==> config.mk <==
export PLATFORM = sky130hd
export DESIGN_NAME = indexed_sequence_list_flat
export DESIGN_NICKNAME = d
export VERILOG_FILES = /design/src/hdl/isl_pkg.sv /design/src/hdl/isl_if.sv /design/src/hdl/isl_cell.sv /design/src/hdl/indexed_sequence_list.sv /design/src/flat_wrapper.sv
export SDC_FILE = /design/constraint.sdc
export NUM_CORES = 1
export LEC_CHECK = 0
export BUFFER_PORTS_ARGS = -buffer_cell sky130_fd_sc_hd__buf_4
export CAP_MARGIN = 15
export CELL_PAD_IN_SITES_DETAIL_PLACEMENT = 0
export CELL_PAD_IN_SITES_GLOBAL_PLACEMENT = 1
export CORE_ASPECT_RATIO = 1.2
export CORE_MARGIN = 2
export CORE_UTILIZATION = 56
export DETAILED_ROUTE_END_ITERATION = 12
export PLACE_DENSITY_LB_ADDON = 0.1
export SLEW_MARGIN = 20
export SYNTH_ARGS = -nofsm -noshare
export SYNTH_HDL_FRONTEND = slang
export SYNTH_SLANG_ARGS = --single-unit
==> constraint.sdc <==
create_clock -name clk -period 10.3 [get_ports clk]
set_clock_uncertainty 0.05 [all_clocks]
set_input_delay 2.06 -clock clk [delete_from_list [all_inputs] [get_ports clk]]
set_output_delay 2.06 -clock clk [all_outputs]
set_load 0.05 [all_outputs]
==> src/hdl/isl_pkg.sv <==
// ----------------------------------------------------------------------------
// isl_pkg: shared definitions for the indexed sequence list
// Sizes, status and operation codes, the cell command bundle and the
// helpers that move values between the port width and the element width.
// ----------------------------------------------------------------------------
package isl_pkg;

  localparam int CAPACITY   = 16;
  localparam int ELEM_WIDTH = 32;

  // fixed field widths of the channels
  localparam int OP_W    = 1;
  localparam int POS_W   = 5;
  localparam int VAL_W   = 32;
  localparam int STAT_W  = 2;
  localparam int LEN_W   = 5;

  // element count needs to hold CAPACITY itself
  localparam int CNT_W   = $clog2(CAPACITY + 1);
  localparam int IDX_W   = $clog2(CAPACITY);
  // compare width wide enough for count + 1 and for any position
  localparam int CMP_W   = ((CNT_W > POS_W) ? CNT_W : POS_W) + 1;

  typedef enum logic [OP_W-1:0] {
    OP_INSERT = 1'b0,
    OP_DELETE = 1'b1
  } isl_op_t;

  typedef enum logic [STAT_W-1:0] {
    ST_OK        = 2'd0,
    ST_UNDERFLOW = 2'd1,
    ST_RANGE     = 2'd2,
    ST_OVERFLOW  = 2'd3
  } isl_status_t;

  typedef logic [ELEM_WIDTH-1:0] isl_elem_t;

  // command broadcast to every cell of the row
  typedef struct packed {
    logic             ins;
    logic             del;
    logic [IDX_W-1:0] idx;
    isl_elem_t        val;
  } isl_cmd_t;

  // keep a port value to the element width
  function automatic isl_elem_t to_elem(input logic [VAL_W-1:0] v);
    logic [63:0] w;
    w = 64'(v);
    return w[ELEM_WIDTH-1:0];
  endfunction

  // bring an element back to the port width
  function automatic logic [VAL_W-1:0] to_field(input isl_elem_t e);
    logic [63:0] w;
    w = 64'(e);
    return w[VAL_W-1:0];
  endfunction

endpackage

==> src/hdl/isl_if.sv <==
// ----------------------------------------------------------------------------
// isl_if: request and result channels of the indexed sequence list
// Valid/ready channels; a transfer happens when valid and ready are high.
// ----------------------------------------------------------------------------
interface isl_in_if;
  logic                       valid;
  logic                       ready;
  logic [isl_pkg::OP_W-1:0]   operation;
  logic [isl_pkg::POS_W-1:0]  position;
  logic [isl_pkg::VAL_W-1:0]  value;

  modport source (output valid, output operation, output position, output value,
                  input ready);
  modport sink   (input valid, input operation, input position, input value,
                  output ready);
endinterface

interface isl_out_if;
  logic                       valid;
  logic                       ready;
  logic [isl_pkg::VAL_W-1:0]  removed_value;
  logic [isl_pkg::STAT_W-1:0] status;
  logic [isl_pkg::LEN_W-1:0]  length;
  logic                       is_empty;

  modport source (output valid, output removed_value, output status,
                  output length, output is_empty, input ready);
  modport sink   (input valid, input removed_value, input status,
                  input length, input is_empty, output ready);
endinterface

==> src/hdl/isl_cell.sv <==
// ----------------------------------------------------------------------------
// isl_cell: one storage slot of the list row
// Holds one element; on insert it takes the new value or its front
// neighbor, on delete it takes its rear neighbor.
// ----------------------------------------------------------------------------
module isl_cell (
  input  logic                  clk,
  input  isl_pkg::isl_cmd_t     cmd,
  input  logic [isl_pkg::IDX_W-1:0] cell_idx,
  input  isl_pkg::isl_elem_t    prev_val,
  input  isl_pkg::isl_elem_t    next_val,
  output isl_pkg::isl_elem_t    elem_q
);

  isl_pkg::isl_elem_t elem_r;
  isl_pkg::isl_elem_t elem_nxt;

  // pick the new content of this slot
  always_comb begin
    elem_nxt = elem_r;
    if (cmd.ins) begin
      if (cell_idx == cmd.idx) begin
        elem_nxt = cmd.val;
      end else if (cell_idx > cmd.idx) begin
        elem_nxt = prev_val;
      end
    end else if (cmd.del) begin
      if (cell_idx >= cmd.idx) begin
        elem_nxt = next_val;
      end
    end
  end

  // hold payload, no reset needed
  always_ff @(posedge clk) begin
    elem_r <= elem_nxt;
  end

  assign elem_q = elem_r;

endmodule

==> src/hdl/indexed_sequence_list.sv <==
// Result: registered on the request's transfer and shown in the next cycle.
// Throughput: one request per cycle; the whole cell row shifts in that cycle.
// A waiting result holds the next request unless the sink takes it that cycle.
// Reset: synchronous, active low; clears the element count and the result
// valid. Element slots are not cleared and there is no clearing pass.
// ----------------------------------------------------------------------------
// indexed_sequence_list: bounded ordered list with insert/delete at position
// Decodes each request against the count, drives a row of shifting cells
// and registers one result per request.
// ----------------------------------------------------------------------------
module indexed_sequence_list (
  input  logic      clk,
  input  logic      rst_n,
  isl_in_if.sink    in_ch,
  isl_out_if.source out_ch
);

  localparam int N = isl_pkg::CAPACITY;

  logic [isl_pkg::CNT_W-1:0] count_r;
  logic [isl_pkg::CNT_W-1:0] count_nxt;

  logic                        out_valid_r;
  logic [isl_pkg::VAL_W-1:0]   removed_r;
  isl_pkg::isl_status_t        status_r;
  logic [isl_pkg::LEN_W-1:0]   length_r;
  logic                        empty_r;

  logic                        xfer;
  logic [isl_pkg::CMP_W-1:0]   pos_e;
  logic [isl_pkg::CMP_W-1:0]   cnt_e;
  logic [isl_pkg::CMP_W-1:0]   pidx_e;
  isl_pkg::isl_status_t        status_c;
  logic                        ins_ok;
  logic                        del_ok;
  isl_pkg::isl_cmd_t           cmd;
  isl_pkg::isl_elem_t          elem [N];
  isl_pkg::isl_elem_t          removed_c;

  assign in_ch.ready = !out_valid_r || out_ch.ready;
  assign xfer        = in_ch.valid && in_ch.ready;

  // check the request against the current count
  always_comb begin
    pos_e    = isl_pkg::CMP_W'(in_ch.position);
    cnt_e    = isl_pkg::CMP_W'(count_r);
    pidx_e   = pos_e - isl_pkg::CMP_W'(1);
    status_c = isl_pkg::ST_OK;
    unique case (isl_pkg::isl_op_t'(in_ch.operation))
      isl_pkg::OP_INSERT: begin
        if (pos_e == '0 || pos_e > cnt_e + isl_pkg::CMP_W'(1)) begin
          status_c = isl_pkg::ST_RANGE;
        end else if (cnt_e == isl_pkg::CMP_W'(N)) begin
          status_c = isl_pkg::ST_OVERFLOW;
        end
      end
      isl_pkg::OP_DELETE: begin
        if (cnt_e == '0) begin
          status_c = isl_pkg::ST_UNDERFLOW;
        end else if (pos_e == '0 || pos_e > cnt_e) begin
          status_c = isl_pkg::ST_RANGE;
        end
      end
      default: status_c = isl_pkg::ST_RANGE;
    endcase
  end

  assign ins_ok = xfer && (status_c == isl_pkg::ST_OK) &&
                  (isl_pkg::isl_op_t'(in_ch.operation) == isl_pkg::OP_INSERT);
  assign del_ok = xfer && (status_c == isl_pkg::ST_OK) &&
                  (isl_pkg::isl_op_t'(in_ch.operation) == isl_pkg::OP_DELETE);

  // broadcast the shift command to the row
  always_comb begin
    cmd.ins = ins_ok;
    cmd.del = del_ok;
    cmd.idx = pidx_e[isl_pkg::IDX_W-1:0];
    cmd.val = isl_pkg::to_elem(in_ch.value);
  end

  // row of cells, each wired to its neighbors
  for (genvar i = 0; i < N; i++) begin : g_cell
    isl_pkg::isl_elem_t prev_v;
    isl_pkg::isl_elem_t next_v;
    if (i == 0) begin : g_head
      assign prev_v = cmd.val;
    end else begin : g_body
      assign prev_v = elem[i-1];
    end
    if (i == N - 1) begin : g_tail
      assign next_v = elem[i];
    end else begin : g_inner
      assign next_v = elem[i+1];
    end
    isl_cell u_cell (
      .clk      (clk),
      .cmd      (cmd),
      .cell_idx (isl_pkg::IDX_W'(i)),
      .prev_val (prev_v),
      .next_val (next_v),
      .elem_q   (elem[i])
    );
  end

  // read the slot being removed
  assign removed_c = elem[cmd.idx];

  // advance the count
  always_comb begin
    count_nxt = count_r;
    if (ins_ok) begin
      count_nxt = count_r + isl_pkg::CNT_W'(1);
    end else if (del_ok) begin
      count_nxt = count_r - isl_pkg::CNT_W'(1);
    end
  end

  always_ff @(posedge clk) begin
    if (!rst_n) begin
      count_r     <= '0;
      out_valid_r <= 1'b0;
    end else begin
      count_r <= count_nxt;
      if (xfer) begin
        out_valid_r <= 1'b1;
      end else if (out_ch.ready) begin
        out_valid_r <= 1'b0;
      end
    end
  end

  // capture the result payload on each transfer
  always_ff @(posedge clk) begin
    if (xfer) begin
      removed_r <= del_ok ? isl_pkg::to_field(removed_c) : '0;
      status_r  <= status_c;
      length_r  <= isl_pkg::LEN_W'(count_nxt);
      empty_r   <= (count_nxt == '0);
    end
  end

  assign out_ch.valid         = out_valid_r;
  assign out_ch.removed_value = removed_r;
  assign out_ch.status        = status_r;
  assign out_ch.length        = length_r;
  assign out_ch.is_empty      = empty_r;

  // count never passes the capacity
  a_count_bound: assert property (@(posedge clk) disable iff (!rst_n)
    count_r <= isl_pkg::CNT_W'(N))
    else $error("list count above capacity");

  // a good insert grows the list by one
  a_ins_grow: assert property (@(posedge clk) disable iff (!rst_n)
    ins_ok |=> count_r == $past(count_r) + isl_pkg::CNT_W'(1))
    else $error("insert did not grow the list");

  // a refused request leaves the count alone
  a_err_hold: assert property (@(posedge clk) disable iff (!rst_n)
    (xfer && status_c != isl_pkg::ST_OK) |=> $stable(count_r))
    else $error("rejected request changed the count");

  // reported length follows the count after a transfer
  a_len_match: assert property (@(posedge clk) disable iff (!rst_n)
    xfer |=> (length_r == isl_pkg::LEN_W'(count_r)) && (empty_r == (count_r == '0)))
    else $error("result length differs from count");

endmodule

==> src/flat_wrapper.sv <==
// flat-port wrapper written by rule: the top's interface ports become plain ports
module indexed_sequence_list_flat 
  (clk, rst_n, in_ch_valid, in_ch_operation, in_ch_position, in_ch_value, in_ch_ready, out_ch_valid, out_ch_removed_value, out_ch_status, out_ch_length, out_ch_is_empty, out_ch_ready);
  isl_in_if in_ch_i ();
  isl_out_if out_ch_i ();
  input  logic clk;
  input  logic rst_n;
  input wire logic [$bits(in_ch_i.valid)-1:0] in_ch_valid;
  input wire logic [$bits(in_ch_i.operation)-1:0] in_ch_operation;
  input wire logic [$bits(in_ch_i.position)-1:0] in_ch_position;
  input wire logic [$bits(in_ch_i.value)-1:0] in_ch_value;
  output wire logic [$bits(in_ch_i.ready)-1:0] in_ch_ready;
  output wire logic [$bits(out_ch_i.valid)-1:0] out_ch_valid;
  output wire logic [$bits(out_ch_i.removed_value)-1:0] out_ch_removed_value;
  output wire logic [$bits(out_ch_i.status)-1:0] out_ch_status;
  output wire logic [$bits(out_ch_i.length)-1:0] out_ch_length;
  output wire logic [$bits(out_ch_i.is_empty)-1:0] out_ch_is_empty;
  input wire logic [$bits(out_ch_i.ready)-1:0] out_ch_ready;
  assign in_ch_i.valid = in_ch_valid;
  assign in_ch_i.operation = in_ch_operation;
  assign in_ch_i.position = in_ch_position;
  assign in_ch_i.value = in_ch_value;
  assign in_ch_ready = in_ch_i.ready;
  assign out_ch_valid = out_ch_i.valid;
  assign out_ch_removed_value = out_ch_i.removed_value;
  assign out_ch_status = out_ch_i.status;
  assign out_ch_length = out_ch_i.length;
  assign out_ch_is_empty = out_ch_i.is_empty;
  assign out_ch_i.ready = out_ch_ready;
  indexed_sequence_list u_core (.clk(clk), .rst_n(rst_n), .in_ch(in_ch_i), .out_ch(out_ch_i));
endmodule
==> After elaboration in Yosys (flattened, before gate mapping) <==
Index checks and enable logic that the tools add are counted.
{ "totals": {"in_bits": 42, "out_inout_bits": 42, "wordCells": 229, "reg_bits": 558} }
{ "op_classes": {"add_sub_neg": 4, "n_eq_ne": 31, "bitwise": 2, "n_reduce_logical": 47, "order_cmp": 34, "n_mux": 89} }
{ "ops": {"columns": ["op", "count"], "rows": [
  ["32-bit 2-to-1 mux", 79],
  ["32-bit binary-select mux with 4-bit select", 1],
  ["3-bit != test (second input constant)", 15],
  ["3-bit AND reduction", 15],
  ["2-bit nonzero test", 18],
  ["4-bit == test (first input constant)", 8],
  ["4-bit > comparator (first input constant)", 8],
  ["4-bit greater-or-equal comparator (first input constant)", 7],
  ["3-bit by 4-bit == test with 1-bit output (first input constant)", 4],
  ["3-bit by 4-bit greater-or-equal comparator with 1-bit output (first input constant)", 4],
  ["3-bit by 4-bit > comparator with 1-bit output (first input constant)", 4],
  ["5-bit zero test", 3],
  ["5-bit 2-to-1 mux", 2],
  ["2-bit by 4-bit == test with 1-bit output (first input constant)", 2],
  ["1-bit by 4-bit greater-or-equal comparator with 1-bit output (first input constant)", 2],
  ["2-bit by 4-bit greater-or-equal comparator with 1-bit output (first input constant)", 2],
  ["1-bit by 4-bit > comparator with 1-bit output (first input constant)", 2],
  ["2-bit by 4-bit > comparator with 1-bit output (first input constant)", 2],
  ["2-bit 2-to-1 mux", 4],
  ["5-bit by 1-bit adder with 6-bit output (second input constant)", 1],
  ["5-bit by 6-bit > comparator with 1-bit output", 1],
  ["5-bit by 1-bit adder with 5-bit output (second input constant)", 1],
  ["5-bit == test (second input constant)", 1],
  ["5-bit greater-or-equal comparator (second input constant)", 1],
  ["14 further kinds", 20]
]} }

==> Longest topological paths before layout <==
{ "logic_depth": {"word_depth": 11, "mapped_depth": 16, "mapped_depth_nobuf": 12} }

==> Modules after synthesis <==
Synthesis repeated with hierarchy kept, for this count alone.
{ "unflattened": {"cells_unflattened": 2805, "area_unflattened_um2": 33806.2} }
{ "modules_own_cells": {"columns": ["module", "cells_each", "area_each_um2", "seq_area_each_um2", "n_inst"], "rows": [
  ["isl_cell", 152, 1737.9, 960.9, 16],
  ["indexed_sequence_list", 373, 5999.5, 1321.3, 1]
]} }

==> Worst setup path before layout <==
OpenSTA, ideal clock, no wires.
{ "synth_path": {"path_kind": "input-to-reg", "from": "input port in_ch_position[0]", "to": "register u_core.g_cell[2].u_cell.elem_r[0], enable pin", "t_arrival_ns": 5.943, "path_stages": 12, "setup_time_ns": 0.432, "slack_ns": 3.875, "required_ns": 9.818, "path_cell_list": "buf_2 > buf_2 > buf_2 > inv_1 > ha_1 > nor3b_1 > a31oi_1 > o31ai_2 > nand4_1 > nand2b_1 > clkbuf_1 > a21oi_1"} }
{ "synth_between": {"elab_chain_cells": 10} }
{ "synth_lines": {"columns": ["item", "line", "rtl"], "rows": [
  ["start: declaration", "flat_wrapper.sv:10", "input wire logic [$bits(in_ch_i.position)-1:0] in_ch_position;"],
  ["5-bit > comparator or 5-bit zero test (tied branches)", "indexed_sequence_list.sv:60, indexed_sequence_list.sv:51", null],
  ["1-bit logical OR", "indexed_sequence_list.sv:60", "end else if (pos_e == '0 || pos_e > cnt_e) begin"],
  ["2-bit 2-to-1 mux", "indexed_sequence_list.sv:60", null],
  ["2-bit 2-to-1 mux", "indexed_sequence_list.sv:58", "if (cnt_e == '0) begin"],
  ["2-bit case mux with 2 select lines", "indexed_sequence_list.sv:49", "unique case (isl_pkg::isl_op_t'(in_ch.operation))"],
  ["2-bit zero test", "indexed_sequence_list.sv:68, indexed_sequence_list.sv:70", null],
  ["1-bit logical AND", "indexed_sequence_list.sv:68, indexed_sequence_list.sv:70", null],
  ["1-bit logical AND (on tied branches)", "indexed_sequence_list.sv:68, indexed_sequence_list.sv:70", null],
  ["3-bit != test (no source line) or 2-bit nonzero test (tied branches)", null, null],
  ["3-bit AND reduction (no source line) *", null, null],
  ["end signal: assignment", "isl_cell.sv:36", "elem_r <= elem_nxt;"],
  ["end: declaration", "isl_cell.sv:15", "isl_pkg::isl_elem_t elem_r;"]
]} }
Every way passes the cells marked *; elsewhere a longest branch is shown, timed or not.
A chain may end at the register's enable or synchronous reset.

==> Worst setup path after layout <==
{ "layout_path": {"from": "input port in_ch_position[0]", "to": "register u_core.g_cell[13].u_cell.elem_r[0], data pin"} }
{ "layout_between": {"elab_chain_cells": 9} }
{ "layout_lines": {"columns": ["item", "line", "rtl"], "rows": [
  ["5-bit > comparator or 5-bit zero test (tied branches)", "indexed_sequence_list.sv:60, indexed_sequence_list.sv:51", null],
  ["1-bit logical OR", "indexed_sequence_list.sv:60", null],
  ["2-bit 2-to-1 mux", "indexed_sequence_list.sv:60", null],
  ["2-bit 2-to-1 mux", "indexed_sequence_list.sv:58", null],
  ["2-bit case mux with 2 select lines", "indexed_sequence_list.sv:49", null],
  ["2-bit zero test", "indexed_sequence_list.sv:68", "assign ins_ok = xfer && (status_c == isl_pkg::ST_OK) &&"],
  ["1-bit logical AND (2 in a row)", "indexed_sequence_list.sv:68", null],
  ["32-bit 2-to-1 mux *", "isl_cell.sv:21", "if (cmd.ins) begin"],
  ["named net u_core.g_cell[13].u_cell.elem_nxt[0]", "isl_cell.sv:16", "isl_pkg::isl_elem_t elem_nxt;"],
  ["end signal: assignment", "isl_cell.sv:36", null],
  ["end: declaration", "isl_cell.sv:15", null]
]} }
The timed path passes the listed nets; every way through them passes the cells marked *.

==> run_results.csv <==
group,metric,value,unit
outcome,outcome,"finished clean",
yosys,synth.area.top_cells,"edfxtp_1, mux2i_1, nand2_1",
worst_setup_path,cp_data_required_time,10.59,ns
grt,gr-total-overflow,0,
clock_tree,holdBufCountCts,0,
floorplan,coreArea,57050,sq um
layout,n_fill_cell,4625,
layout,diodes,0,
yosys,synth.ff_latch_count,558,
grt,antenna_found_initial,4,
yosys,synth_flop_cell,"edfxtp_1",
clock_tree,cts_max_level,2,
worst_setup_path,cp-start-kind,"primary input",
sta,final.setup.tns,0,ns
floorplan,initial_core_util,56.52,%
yosys,avgSynthCellArea,11.36,sq um
sta,hold_viol,0,
sta,rsz0062_at_grt,"no",
power,power.leakage,15.54,nW
yosys,synth_top_area_cell,"edfxtp_1",
grt,grt_pass1_vias,22420,
placement,place.gp.congestion,0.8020,
floorplan,dieWidth,223.1,um
layout,seq_area,16700,sq um
drt,wire_per_inst,26.81,um
clock_tree,insertion_delay,0.64,ns
drt,drt-initial-drc-count,2465,
clock_tree,clkTransAtPathRegs,0.06,ns
drt,routed_via_density,6.532,
layout,area_growth_syn_to_layout,8.824,%
sta,min_period,6.249,ns
sta,setup_viol,0,
power,ir_drop,152.0,uV
clock_tree,numCtsBuffers,57,
placement,io_buffers,83,
grt,track_usage,31.75,%
yosys,yosysMostFrequentCell,"mux2i_1",
yosys,synth_top_area_share,51.40,%
worst_setup_path,arrival,6.54,ns
yosys,synthTopCellsByCount,"mux2i_1, nand2_1, edfxtp_1",
floorplan,dieHeight,266.9,um
placement,dp_hpwl,53910,um
worst_setup_path,cp-end-kind,"flip-flop",
floorplan,fp-row-count,96,
yosys,synth_top_family_by_area,"multiplexers",
job,cap_violations,0,
clock_tree,root_buffer,"clkbuf_16",
placement,dpl_cell_area,33140,sq um
clock_tree,post_cts_buffers,0,
sta,slew_viol_final,0,
sta,worst_pin_slew,1.087,ns
yosys,async_flop_share,0,%
floorplan,die_area,59530,sq um
floorplan,ios,84,
sta,whs,0.4987,ns
layout,nNetsFinal,2825,
drt,wl,95210,um
layout,multi_input_area,14500,sq um
drt,vias,23190,
power,power_density,169.4,nW/um^2
yosys,synth-adder-area-share,0.6208,%
sta,relSlewSlack,27.35,%
grt,grt_max_degree,276,
clock_tree,cts_tree,"built",
min_path,hold_class,"flip-flop to flip-flop",
drt,postRouteAntennaNets,0,
clock_tree,cts_resized,0,
clock_tree,cts_sinks,558,
yosys,ys_types,57,
yosys,synthMuxAreaShare,23.56,%
worst_setup_path,path_max_fanout,47,
yosys,ys.warnings.count,0,
grt,grt_pass1_wl,142600,um
sta,max_freq,160.0,MHz
sta,period_share,60.67,%
yosys,synth-xor-area-share,0.4811,%
clock_tree,clockBufferDepth,3,
yosys,synth_cells,2839,
yosys,synth-compound-area-share,10.11,%
drt,drc,0,
yosys,synth-edff-count,552,
worst_setup_path,r2r_slack,5.60,ns
yosys,synth-simple-area-share,9.394,%
yosys,yosysSeqAreaShare,51.78,%
layout,final_layout_size_suffix_gt1_share,12.54,%
worst_setup_path,crit_type,"primary input to flip-flop",
layout,fin_area,35090,sq um
yosys,syn_nets,2897,
drt,first_pass_iters,6,
yosys,netlist_area,32250,sq um
where the power goes:
| group | leakage [nW] | internal [mW] | switching, mW | total [mW] |
|---|---|---|---|---|
| logic | 9.46 | 0.323 | 0.647 | 0.970 |
| registers | 5.13 | 2.69 | 0.0977 | 2.79 |
| clock network | 0.945 | 1.25 | 0.933 | 2.18 |
registers in the layout, summed over array words and instances (netlist names):
register / count
u_core.g_cell.u_cell.elem_q: 512
u_core.out_ch.removed_value: 32
u_core.out_ch.length: 5
u_core.count_r: 5
u_core.out_ch.is_empty: 1
u_core.out_ch.valid: 1
u_core.out_ch.status: 2
routing by layer:
layer,up-vias,wire length (um),global-route usage [%]
met4,8,2471,8.743
met2,934,45180,51.91
met3,166,7468,6.176
met1,11650,40040,43.49
li1,10440,-,-
met5,-,52,0
critical path, stage by stage:
cell and delay (ns):
buf_8 0.39, inv_1 0.29, ha_1 0.46, xor2_4 0.66, buf_4 0.61, nand2_4 0.39, or3_2 0.79, buf_4 0.44
mux2i_1 0.22, o21ai_0 0.11
cells in the final DEF, fill, tap and decap left out, types with 3 or more instances in the layout:
cell type and count:
ha_1 15, mux2_2 24, clkinv_2 15, nor2_1 101, and2_1 5, clkbuf_1 12, a2111oi_1 29, dfxtp_1 6
mux4_2 64, mux2_1 8, clkbuf_16 57, mux2i_1 579, nor2b_1 4, o221ai_1 29, nand2_2 4, nand3_1 9
edfxtp_1 552, o21ai_0 215, buf_12 3, o21ai_1 234, a21oi_4 5, nand2_1 552, bufinv_16 8, clkinv_1 8
xnor2_1 8, nand3_4 6, buf_4 117, o31ai_1 32, inv_1 8, clkbuf_8 4, nor4_1 33, inv_2 3
o221ai_2 3, nor2_4 8
final timing paths:
| path | from | to | cells after the start |
|---|---|---|---|
| setup / recovery | in_ch_position[0] | u_core.g_cell[13].u_cell.elem_q[0] | 10 |
| hold reg to reg | u_core.out_ch.valid | u_core.out_ch.valid | 2 |
| setup reg to reg | u_core.count_r[0] | u_core.g_cell[12].u_cell.elem_q[24] | 12 |
| hold / removal | u_core.out_ch.valid | u_core.out_ch.valid | 2 |
metrics by stage:
stage / utilization (%) / total power, mW / instances / setup WS (ns)
floorplan: - / 3.473 / 2839 / 3.875
global placement: 58.04 / 3.764 / 3441 / 3.605
detailed placement: 58.09 / 3.794 / 3442 / 3.489
CTS: 61.46 / 5.960 / 3550 / 4.152
global route: 61.50 / 6.137 / 3551 / 3.979
finish: 61.50 / 5.945 / 3551 / 4.051
cell families after synthesis:
logic type | after synthesis
and+or+nand+nor | 745
muxes | 675
AOI/OAI and AO/OA | 565
DFF | 558
buffers and inverters | 267
adders and majority gates | 16
xor gates and xnor gates | 13
layout make-up:
type                            instances  area share, %
Sequential cell                       558          47.58
Multi-Input combinational cell       2014          41.31
Clock buffer                           73          4.350
Timing Repair Buffer                  123          2.874
Tap cell                              735          2.621
Inverter                               13         0.1498
Clock inverter                         35          1.120
Power figures use the tool's default switching activity.
